<file path="src/rtl/rse_pkg.sv">
package rse_pkg;

    localparam int unsigned DATA_W   = 32;
    localparam int unsigned SYM_W    = 8;
    localparam int unsigned STATUS_W = 2;

    localparam logic [SYM_W-1:0] CHAR_ZERO  = 8'h30;
    localparam logic [SYM_W-1:0] CHAR_NINE  = 8'h39;
    localparam logic [SYM_W-1:0] CHAR_PLUS  = 8'h2B;
    localparam logic [SYM_W-1:0] CHAR_MINUS = 8'h2D;
    localparam logic [SYM_W-1:0] CHAR_STAR  = 8'h2A;

    typedef logic [DATA_W-1:0]   data_t;
    typedef logic [STATUS_W-1:0] status_t;

    localparam status_t ST_OK        = 2'd0;
    localparam status_t ST_UNDERFLOW = 2'd1;
    localparam status_t ST_OVERFLOW  = 2'd2;
    localparam status_t ST_EMPTY     = 2'd3;

    typedef enum logic [2:0] {
        KIND_NONE,
        KIND_DIGIT,
        KIND_ADD,
        KIND_SUB,
        KIND_MUL
    } sym_kind_t;

    typedef struct packed {
        sym_kind_t kind;
        logic      is_op;
    } alu_ctl_t;

    function automatic sym_kind_t sym_kind(input logic [SYM_W-1:0] sym);
        sym_kind_t k;
        k = KIND_NONE;
        if (sym >= CHAR_ZERO && sym <= CHAR_NINE) begin
            k = KIND_DIGIT;
        end else if (sym == CHAR_PLUS) begin
            k = KIND_ADD;
        end else if (sym == CHAR_MINUS) begin
            k = KIND_SUB;
        end else if (sym == CHAR_STAR) begin
            k = KIND_MUL;
        end
        return k;
    endfunction

endpackage

</file>
<file path="src/rtl/rse_ram.sv">
module rse_ram #(
    parameter int unsigned WIDTH = 32,
    parameter int unsigned DEPTH = 16
) (
    input  logic                     aclk,
    input  logic                     we,
    input  logic [$clog2(DEPTH)-1:0] waddr,
    input  logic [WIDTH-1:0]         wdata,
    input  logic [$clog2(DEPTH)-1:0] raddr,
    output logic [WIDTH-1:0]         rdata
);

    logic [WIDTH-1:0] mem [DEPTH];
    logic [WIDTH-1:0] rdata_reg;

    always_ff @(posedge aclk) begin
        if (we) begin
            mem[waddr] <= wdata;
        end
        rdata_reg <= mem[raddr];
    end

    assign rdata = rdata_reg;

endmodule

</file>
<file path="src/rtl/rse_alu.sv">
module rse_alu
    import rse_pkg::*;
(
    input  alu_ctl_t ctl,
    input  data_t    a,
    input  data_t    b,
    output data_t    result
);

    always_comb begin
        case (ctl.kind)
            KIND_ADD: result = a + b;
            KIND_SUB: result = a - b;
            KIND_MUL: result = a * b;
            default:  result = b;
        endcase
    end

endmodule

</file>
<file path="src/rtl/rpn_stack_evaluator.sv">
// Output: a tlast word's result shows on m_tdata in the cycle after it is accepted.
// Throughput: one word per cycle unless a result stalls on m_tready; the top two entries
// are registers; the registered RAM read keeps the third ready for the next operator.
// Reset: synchronous, active-low aresetn empties the stack and clears the error status;
// stack memory contents are not cleared and need no clearing pass.
module rpn_stack_evaluator
    import rse_pkg::*;
#(
    parameter int unsigned STACK_DEPTH = 16
) (
    input  logic        aclk,
    input  logic        aresetn,
    input  logic        s_tvalid,
    output logic        s_tready,
    input  logic [7:0]  s_tdata,   // [7:0] symbol
    input  logic        s_tlast,   // is_last
    output logic        m_tvalid,
    input  logic        m_tready,
    output logic [31:0] m_tdata,   // [31:0] value
    output logic [1:0]  m_tuser    // [1:0] status
);

    localparam int unsigned CW = $clog2(STACK_DEPTH + 1);
    localparam int unsigned AW = $clog2(STACK_DEPTH);

    logic [CW-1:0] count_reg, count_next, count_proc;
    status_t       err_reg, err_next, err_proc;
    data_t         top_reg, top_next;
    data_t         sec_reg, sec_next;
    logic          m_valid_reg, m_valid_next;
    data_t         m_data_reg, m_data_next;
    status_t       m_status_reg, m_status_next;

    logic          accept;
    sym_kind_t     kind;
    alu_ctl_t      alu_ctl;
    data_t         alu_result;
    data_t         third;
    logic          ram_we;
    logic [AW-1:0] ram_waddr, ram_raddr;
    data_t         ram_wdata;
    data_t         digit;

    assign s_tready = !m_valid_reg || m_tready;
    assign accept   = s_tvalid && s_tready;
    assign kind     = sym_kind(s_tdata);
    assign digit    = DATA_W'(s_tdata - CHAR_ZERO);

    assign alu_ctl.kind  = kind;
    assign alu_ctl.is_op = (kind == KIND_ADD) || (kind == KIND_SUB) || (kind == KIND_MUL);

    rse_alu u_alu (
        .ctl    (alu_ctl),
        .a      (sec_reg),
        .b      (top_reg),
        .result (alu_result)
    );

    rse_ram #(
        .WIDTH (DATA_W),
        .DEPTH (STACK_DEPTH)
    ) u_stack_ram (
        .aclk  (aclk),
        .we    (ram_we),
        .waddr (ram_waddr),
        .wdata (ram_wdata),
        .raddr (ram_raddr),
        .rdata (third)
    );

    always_comb begin
        count_proc = count_reg;
        err_proc   = err_reg;
        top_next   = top_reg;
        sec_next   = sec_reg;
        ram_we     = 1'b0;
        ram_waddr  = AW'(count_reg);
        ram_wdata  = digit;
        if (accept) begin
            if (kind == KIND_DIGIT) begin
                if (count_reg < CW'(STACK_DEPTH)) begin
                    count_proc = count_reg + CW'(1);
                    top_next   = digit;
                    sec_next   = top_reg;
                    ram_we     = 1'b1;
                end else if (err_reg == ST_OK) begin
                    err_proc = ST_OVERFLOW;
                end
            end else if (alu_ctl.is_op) begin
                if (count_reg >= CW'(2)) begin
                    count_proc = count_reg - CW'(1);
                    top_next   = alu_result;
                    sec_next   = third;
                    ram_we     = 1'b1;
                    ram_waddr  = AW'(count_reg - CW'(2));
                    ram_wdata  = alu_result;
                end else if (err_reg == ST_OK) begin
                    err_proc = ST_UNDERFLOW;
                end
            end
        end
        count_next = count_proc;
        err_next   = err_proc;
        if (accept && s_tlast) begin
            count_next = '0;
            err_next   = ST_OK;
        end
        ram_raddr = AW'(count_next - CW'(3));
    end

    always_comb begin
        m_valid_next  = m_valid_reg && !m_tready;
        m_data_next   = m_data_reg;
        m_status_next = m_status_reg;
        if (accept && s_tlast) begin
            m_valid_next  = 1'b1;
            m_data_next   = (count_proc != '0) ? top_next : '0;
            m_status_next = err_proc;
            if (err_proc == ST_OK && count_proc == '0) begin
                m_status_next = ST_EMPTY;
            end
        end
    end

    always_ff @(posedge aclk) begin
        if (!aresetn) begin
            count_reg   <= '0;
            err_reg     <= ST_OK;
            m_valid_reg <= 1'b0;
        end else begin
            count_reg   <= count_next;
            err_reg     <= err_next;
            m_valid_reg <= m_valid_next;
        end
        top_reg      <= top_next;
        sec_reg      <= sec_next;
        m_data_reg   <= m_data_next;
        m_status_reg <= m_status_next;
    end

    assign m_tvalid = m_valid_reg;
    assign m_tdata  = m_data_reg;
    assign m_tuser  = m_status_reg;

    a_count_bound: assert property (@(posedge aclk) disable iff (!aresetn)
        count_reg <= CW'(STACK_DEPTH))
        else $error("stack count beyond depth");

    a_clear_after_last: assert property (@(posedge aclk) disable iff (!aresetn)
        accept && s_tlast |=> count_reg == '0 && err_reg == ST_OK)
        else $error("stack not cleared after last word");

    a_empty_zero: assert property (@(posedge aclk) disable iff (!aresetn)
        m_tvalid && m_tuser == ST_EMPTY |-> m_tdata == '0)
        else $error("empty result carries nonzero value");

    a_result_source: assert property (@(posedge aclk) disable iff (!aresetn)
        $rose(m_tvalid) |-> $past(accept && s_tlast))
        else $error("result without a last word");

endmodule

</file>
<file path="config.mk">
export PLATFORM = sky130hd
export DESIGN_NAME = rpn_stack_evaluator
export DESIGN_NICKNAME = d
export VERILOG_FILES = /design/src/rtl/rse_pkg.sv /design/src/rtl/rse_ram.sv /design/src/rtl/rse_alu.sv /design/src/rtl/rpn_stack_evaluator.sv
export SDC_FILE = /design/constraint.sdc
export NUM_CORES = 2
export LEC_CHECK = 0
export ABC_CLOCK_PERIOD_IN_PS = 9100
export BUFFER_PORTS_ARGS = -buffer_cell sky130_fd_sc_hd__buf_2
export CAP_MARGIN = 20
export CORE_MARGIN = 2
export CORE_UTILIZATION = 60
export DETAILED_ROUTE_END_ITERATION = 8
export GPL_TIMING_DRIVEN = 0
export PLACE_DENSITY_LB_ADDON = 0.05
export SLEW_MARGIN = 25
export SYNTH_ARGS = -nofsm -noshare
export SYNTH_HDL_FRONTEND = slang
export SYNTH_SLANG_ARGS = --single-unit
</file>
<file path="constraint.sdc">
create_clock -name aclk -period 9.1 [get_ports aclk]
set_input_delay 0.455 -clock aclk [delete_from_list [all_inputs] [get_ports aclk]]
set_output_delay 0.455 -clock aclk [all_outputs]
set_load 0.02 [all_outputs]
</file>
Word level (Yosys, flattened, before mapping) --
Memory sizes are Yosys's and may differ from the RTL's. A register that Yosys moved wholly into a read port is not among the register bits. Index checks and enable logic that the tools add are counted.
Word-level totals: register bits after elaboration 106, bits in latches 0, memory bits (writable) 512, memory bits (read-only) 0, bits of input ports 13, output and inout port bits 36, memories kept 1
Cells by class: add/subtract/negate cells 7, multipliers 1, divide/modulo/power cells 0, order comparisons 4, equal/unequal tests 8, shift operators 0, multiplexer cells 43, bitwise operators 1, reduce and logical (&&, ||, !) cells 18
Memory list:
- u_stack_ram.mem | words 16, bits a word 32, read ports 1, clocked after Yosys merged registers in 1, wr ports 1, line rse_ram.sv:13 | logic [WIDTH-1:0] mem [DEPTH];
Operator list (count):
- 2-to-1 mux 32 bit | 13
- one-hot mux 32 bit (3 select lines) | 1
- adder 32 bit | 1
- multiplier 32 x 32 -> 32 bit | 1
- subtractor 32 bit | 1
- 2-to-1 mux 5 bit | 6
- equality test 8 x 6 -> 1 bit (second input constant) | 3
- 2-to-1 mux 4 bit | 4
- 2-to-1 mux 2 bit | 7
- 2-to-1 mux 3 bit | 4
- subtractor 8 x 6 -> 9 bit (second input constant) | 1
- greater-or-equal comparator 8 x 6 -> 1 bit (second input constant) | 1
- less-or-equal comparator 8 x 6 -> 1 bit (second input constant) | 1
- 2-to-1 mux 1 bit | 8
- subtractor 4 x 2 -> 4 bit (second input constant) | 2
- equality test 3 x 2 -> 1 bit (second input constant) | 2
- adder 5 x 1 -> 5 bit (second input constant) | 1
- greater-or-equal comparator 5 x 2 -> 1 bit (second input constant) | 1
- logical AND 1 bit | 5
- zero test 5 bit | 1
- < comparator 5 bit (second input constant) | 1
- nonzero test 5 bit | 1
- subtractor 5 x 1 -> 5 bit (second input constant) | 1
- zero test 2 bit | 2
- 9 further kinds | 13

Longest topological paths before layout --
depth in word-level cells 13, gate-level depth with buffers 29, gate-level depth less buffers 27

Hierarchy --
A second synthesis with hierarchy kept.
Second synthesis, totals: cell total of the unflattened synthesis 3492, area, all modules 43249.0 µm²
Modules (own cells, without submodules):
- rse_ram | instances 1, cells an instance 838, area each 19835.3 µm², seq. area each 16015.4 µm²
- rse_alu | instances 1, cells an instance 2146, area each 18421.4 µm², seq. area each 0.0 µm²
- rpn_stack_evaluator | instances 1, cells an instance 508, area each 4992.3 µm², seq. area each 2782.7 µm²

Least setup slack after synthesis --
No wires, ideal clock.
path type register to register, start point reg top_reg[4], end point mem u_stack_ram.mem[0][31], data pin, setup time 0.355 ns, arrival 7.088 ns, slack 1.657 ns, cell stages (with the launch flop) 27, buffers on the path 2, path through dfxtp_1 clkbuf_1 clkbuf_1 and2_1 fa_1 inv_1 fa_1 fa_1 fa_1 inv_1 fa_1 inv_1 fa_1 inv_1 fa_1 fa_1 ha_1 a21oi_1 o21ai_0 a22o_1 a2111o_1 a21o_1 a21oi_2 o21ai_1 xnor2_1 nand2_1 nand3_1
On the way: word-level cells in the longest chain between the ends 6, elaborated cells on any way between the ends 8, those cells by class add/sub: 2; mul: 1; mux: 5
RTL lines:
- start: declaration | line rpn_stack_evaluator.sv:28 | data_t top_reg, top_next;
- start signal: assignment | line rpn_stack_evaluator.sv:135 | top_reg <= top_next;
- multiplier 32 x 32 -> 32 bit (tied with other cells) | line rse_alu.sv:14 | KIND_MUL: result = a * b;
- one-hot mux 32 bit (3 select lines) (*) | line rse_alu.sv:11 | case (ctl.kind)
- 2-to-1 mux 32 bit (*) | line rpn_stack_evaluator.sv:90 | if (count_reg >= CW'(2)) begin
- 2-to-1 mux 32 bit (*) | line rpn_stack_evaluator.sv:89 | end else if (alu_ctl.is_op) begin
- 2-to-1 mux 32 bit (*) | line rpn_stack_evaluator.sv:80 | if (kind == KIND_DIGIT) begin
- 2-to-1 mux 32 bit (*) | line rpn_stack_evaluator.sv:79 | if (accept) begin
- via ram_wdata[31] | line rpn_stack_evaluator.sv:41 | data_t ram_wdata;
- end: declaration | line rse_ram.sv:13
Mark *: on every way through the listed nets, which the timed path passes. The rest lies on a longest branch.

Worst setup path after layout --
start point reg top_reg[7], end point mem u_stack_ram.mem[12][31], data pin
The elaborated chain is that of the path after synthesis.

==> results.tsv <==
stage	metric	value	unit
clock_tree	cts-root-buf	clkbuf_16	
pwr	p_sw	8.06	mW
final_layout	regMostFlops	u_stack_ram.mem	
run_status	outcome	completed	
final_layout	syn_to_final_growth	10.2	%
timing	tns	0	ns
final_layout	stdcell_area	47500	µm²
routing	routedWlPerCell	28.5	µm
critical_path	crit_arrival	9.17	ns
timing	finClkSkew	0.0252	ns
logic_synthesis	synth_ff_type	edfxtp_1	
final_layout	utilization	66.6	%
grt	grt_pass1_wl	191	mm
critical_path	cp-end-kind	flip-flop	
logic_synthesis	synth_edf_count	578	
timing	period_needed	8.96	ns
flow_run	max_cap_violations	0	
pwr	switching_share	46.7	%
timing	drv_slew	0	
logic_synthesis	netlist_instances	3364	
min_path	min_path_type	in2reg	
pwr	p_comb_share	65.9	%
logic_synthesis	async_reset_ff_share	0	%
logic_synthesis	ys_seq_area_share	43.6	%
floorplanning	die_h	272	µm
final_layout	fill_cells	5264	
logic_synthesis	synth_warnings	0	
final_layout	largest_register_ffs	512	
critical_path	crit_path_start_kind	flip-flop	
floorplanning	coreArea	71400	µm²
grt	grt_max_degree	35	
timing	fin_hold_ws	0.139	ns
timing	slew-limit-headroom	27.0	%
timing	hold_viol	0	
place	dpl_cell_area	45400	µm²
place	hpwl	98.3	mm
routing	antenna_left	0	
clock_tree	clk_latency	0.61	ns
pwr	p_int	9.21	mW
routing	routed_via_density	6.14	
place	dpl_worst_slack	-0.545	ns
final_layout	drive_above_1_share	12.7	%
grt	gr-total-overflow	0	
routing	drc_errors	0	
routing	first_iter_violations	2306	
final_layout	layout_common_cells	edfxtp_1 (578), fa_1 (409), inv_1 (406), and2_1 (311), nand2_1 (310)	
grt	grtUsageTotal	35.7	%
logic_synthesis	avgSynthCellArea	12.8	µm²
clock_tree	clk_pin_slew_worst_paths	0.07	ns
clock_tree	tritoncts	done	
grt	first_global_vias	29105	
timing	period_share	98.5	%
final_layout	final_common_cell	edfxtp_1	
place	io_buffer_count	46	
routing	detail_route.first_pass.iterations	6	
pwr	ir_drop	653	µV
final_layout	multi_input_area	22200	µm²
logic_synthesis	syn_area	43100	µm²
place	gp_congestion	1.02	
routing	routed_wl	128	mm
floorplanning	dieArea	74000	µm²
logic_synthesis	syn-num-nets	3951	
critical_path	crit_required	9.30	ns
timing	worst_slack	0.136	ns
timing	rsz0062_at_grt	true	
final_layout	fin_nets	4087	
final_layout	regArea	18800	µm²
critical_path	worst-setup-path-type	reg2reg	
clock_tree	cts_buffers	56	
floorplanning	die_x	272	µm
clock_tree	cts_max_level	2	
clock_tree	cts_sinks	650	
logic_synthesis	synth-seq-cells	650	
logic_synthesis	synth_cell_types	78	
pwr	clkPwrFrac	14.8	%
pwr	seqPwrFrac	19.3	%
grt	antenna_found_initial	11	
timing	setup_viol	0	
timing	max_freq	112	MHz
pwr	power_leakage	18.9	nW
floorplanning	start_util	60.4	%
critical_path	critPathMaxFanout	16	
pwr	powerDensity	364	nW/µm²
floorplanning	std_cell_rows	98	
floorplanning	pin_count	49	
routing	num_vias	27644	
timing	worst_pin_slew	1.09	ns
clock_tree	cts_max_path_buffers	3	
cell families (layout without fill, tap and decap cells):
group | after synthesis | count (layout) | synth area share [%]
XOR/XNOR | 146 | 146 | 3.01
AO/OA/AOI/OAI | 323 | 323 | 4.91
flip-flops | 650 | 650 | 43.6
adder cells (fa/ha/maj) | 574 | 574 | 23.8
buffers and inverters | 595 | 779 | 5.41
multiplexers | 260 | 260 | 9.85
AND/OR/NAND/NOR | 816 | 816 | 9.45
other | 0 | 2 | 0
power by group through the flow:
stage	sequential [mW]	clock (mW)	combinational, mW
after floorplan	3.38	0	7.62
after global placement	3.39	0	11.0
after detailed placement	3.39	0	11.0
after CTS	3.33	2.58	11.2
after global routing	3.34	2.69	12.4
final	3.34	2.55	11.4
final cells by class:
type                            count  share of cell area [%]
Sequential cell                   650                    39.6
Clock inverter                     42                    1.13
Inverter                          409                    3.23
Buffer                            184                    1.77
Antenna cell                        2                  0.0105
Tap cell                          950                    2.50
Clock buffer                       64                    3.06
Multi-Input combinational cell   2119                    46.7
Timing Repair Buffer               80                    2.07
critical path: stages, from the launching register on:
cell and delay, ns:
dfxtp_1 0.45, clkbuf_2 0.43, clkbuf_1 0.55, and2_1 0.24, fa_1 0.44, fa_1 0.49, fa_1 0.51, inv_1 0.05
fa_1 0.47, inv_1 0.05, fa_1 0.48, fa_1 0.60, fa_1 0.45, fa_1 0.48, ha_1 0.38, a21oi_1 0.27
o21ai_0 0.24, a22o_1 0.30, a2111o_1 0.42, a21o_1 0.18, a21oi_2 0.16, o21ai_1 0.12, xnor2_1 0.18, nand2_1 0.24
nand3_2 0.38
cells in the mapped netlist, types with 13 or more instances:
cell / n / area [µm²]
a21o_1: 16 / 120
o31a_1: 21 / 184
dfxtp_1: 72 / 1440
a22oi_1: 22 / 165
and2_1: 311 / 1950
inv_1: 407 / 1530
mux2i_1: 99 / 991
mux4_2: 128 / 2880
xnor2_1: 100 / 876
fa_1: 409 / 8190
ha_1: 165 / 2060
nand3_1: 20 / 100
nand2_1: 311 / 1170
nor3_1: 22 / 110
nand2b_1: 16 / 100
xor2_1: 45 / 394
mux2_2: 33 / 372
o21ai_0: 65 / 325
buf_4: 14 / 105
nor2_1: 91 / 342
clkbuf_1: 155 / 582
edfxtp_1: 578 / 17400
a21oi_1: 94 / 470
o21a_1: 13 / 97.6
stage by stage:
| step | power, mW | std cells |
|---|---|---|
| 4_1_cts | 17.1 | 4496 |
| 6_report | 17.3 | 4500 |
| 2_1_floorplan | 11.0 | 3364 |
| 5_1_grt | 18.4 | 4498 |
| 3_3_place_gp | 14.4 | 4360 |
| 3_5_place_dp | 14.4 | 4390 |
metal layers:
metal | GRT usage (%) | up-vias | share of wire (%)
li1 | - | 11708 | -
met1 | 46.1 | 14372 | 38
met2 | 60.6 | 1231 | 50
met3 | 4.19 | 329 | 6.6
met4 | 17.2 | 4 | 5.5
met5 | 0 | - | 0.021
path summary, 6_finish.rpt:
path                                 start  cells past startpoint                 endpoint  slack, ns
worst max-delay path            top_reg[7]                     24  u_stack_ram.mem[12][31]       0.14
worst min-delay path               aresetn                      2                 m_tvalid       0.14
worst max register to register  top_reg[7]                     24  u_stack_ram.mem[12][31]       0.14
worst min register to register  err_reg[1]                      2               err_reg[1]       0.51
what timing repair did:
action                                  4_1_cts  5_1_grt
gates cloned                                  0        0
buffers inserted                              0        2
endpoints found under the setup margin      148      114
hold buffers                                  0        0
gates resized for setup                      19       42
Power figures use the tool's default switching activity.
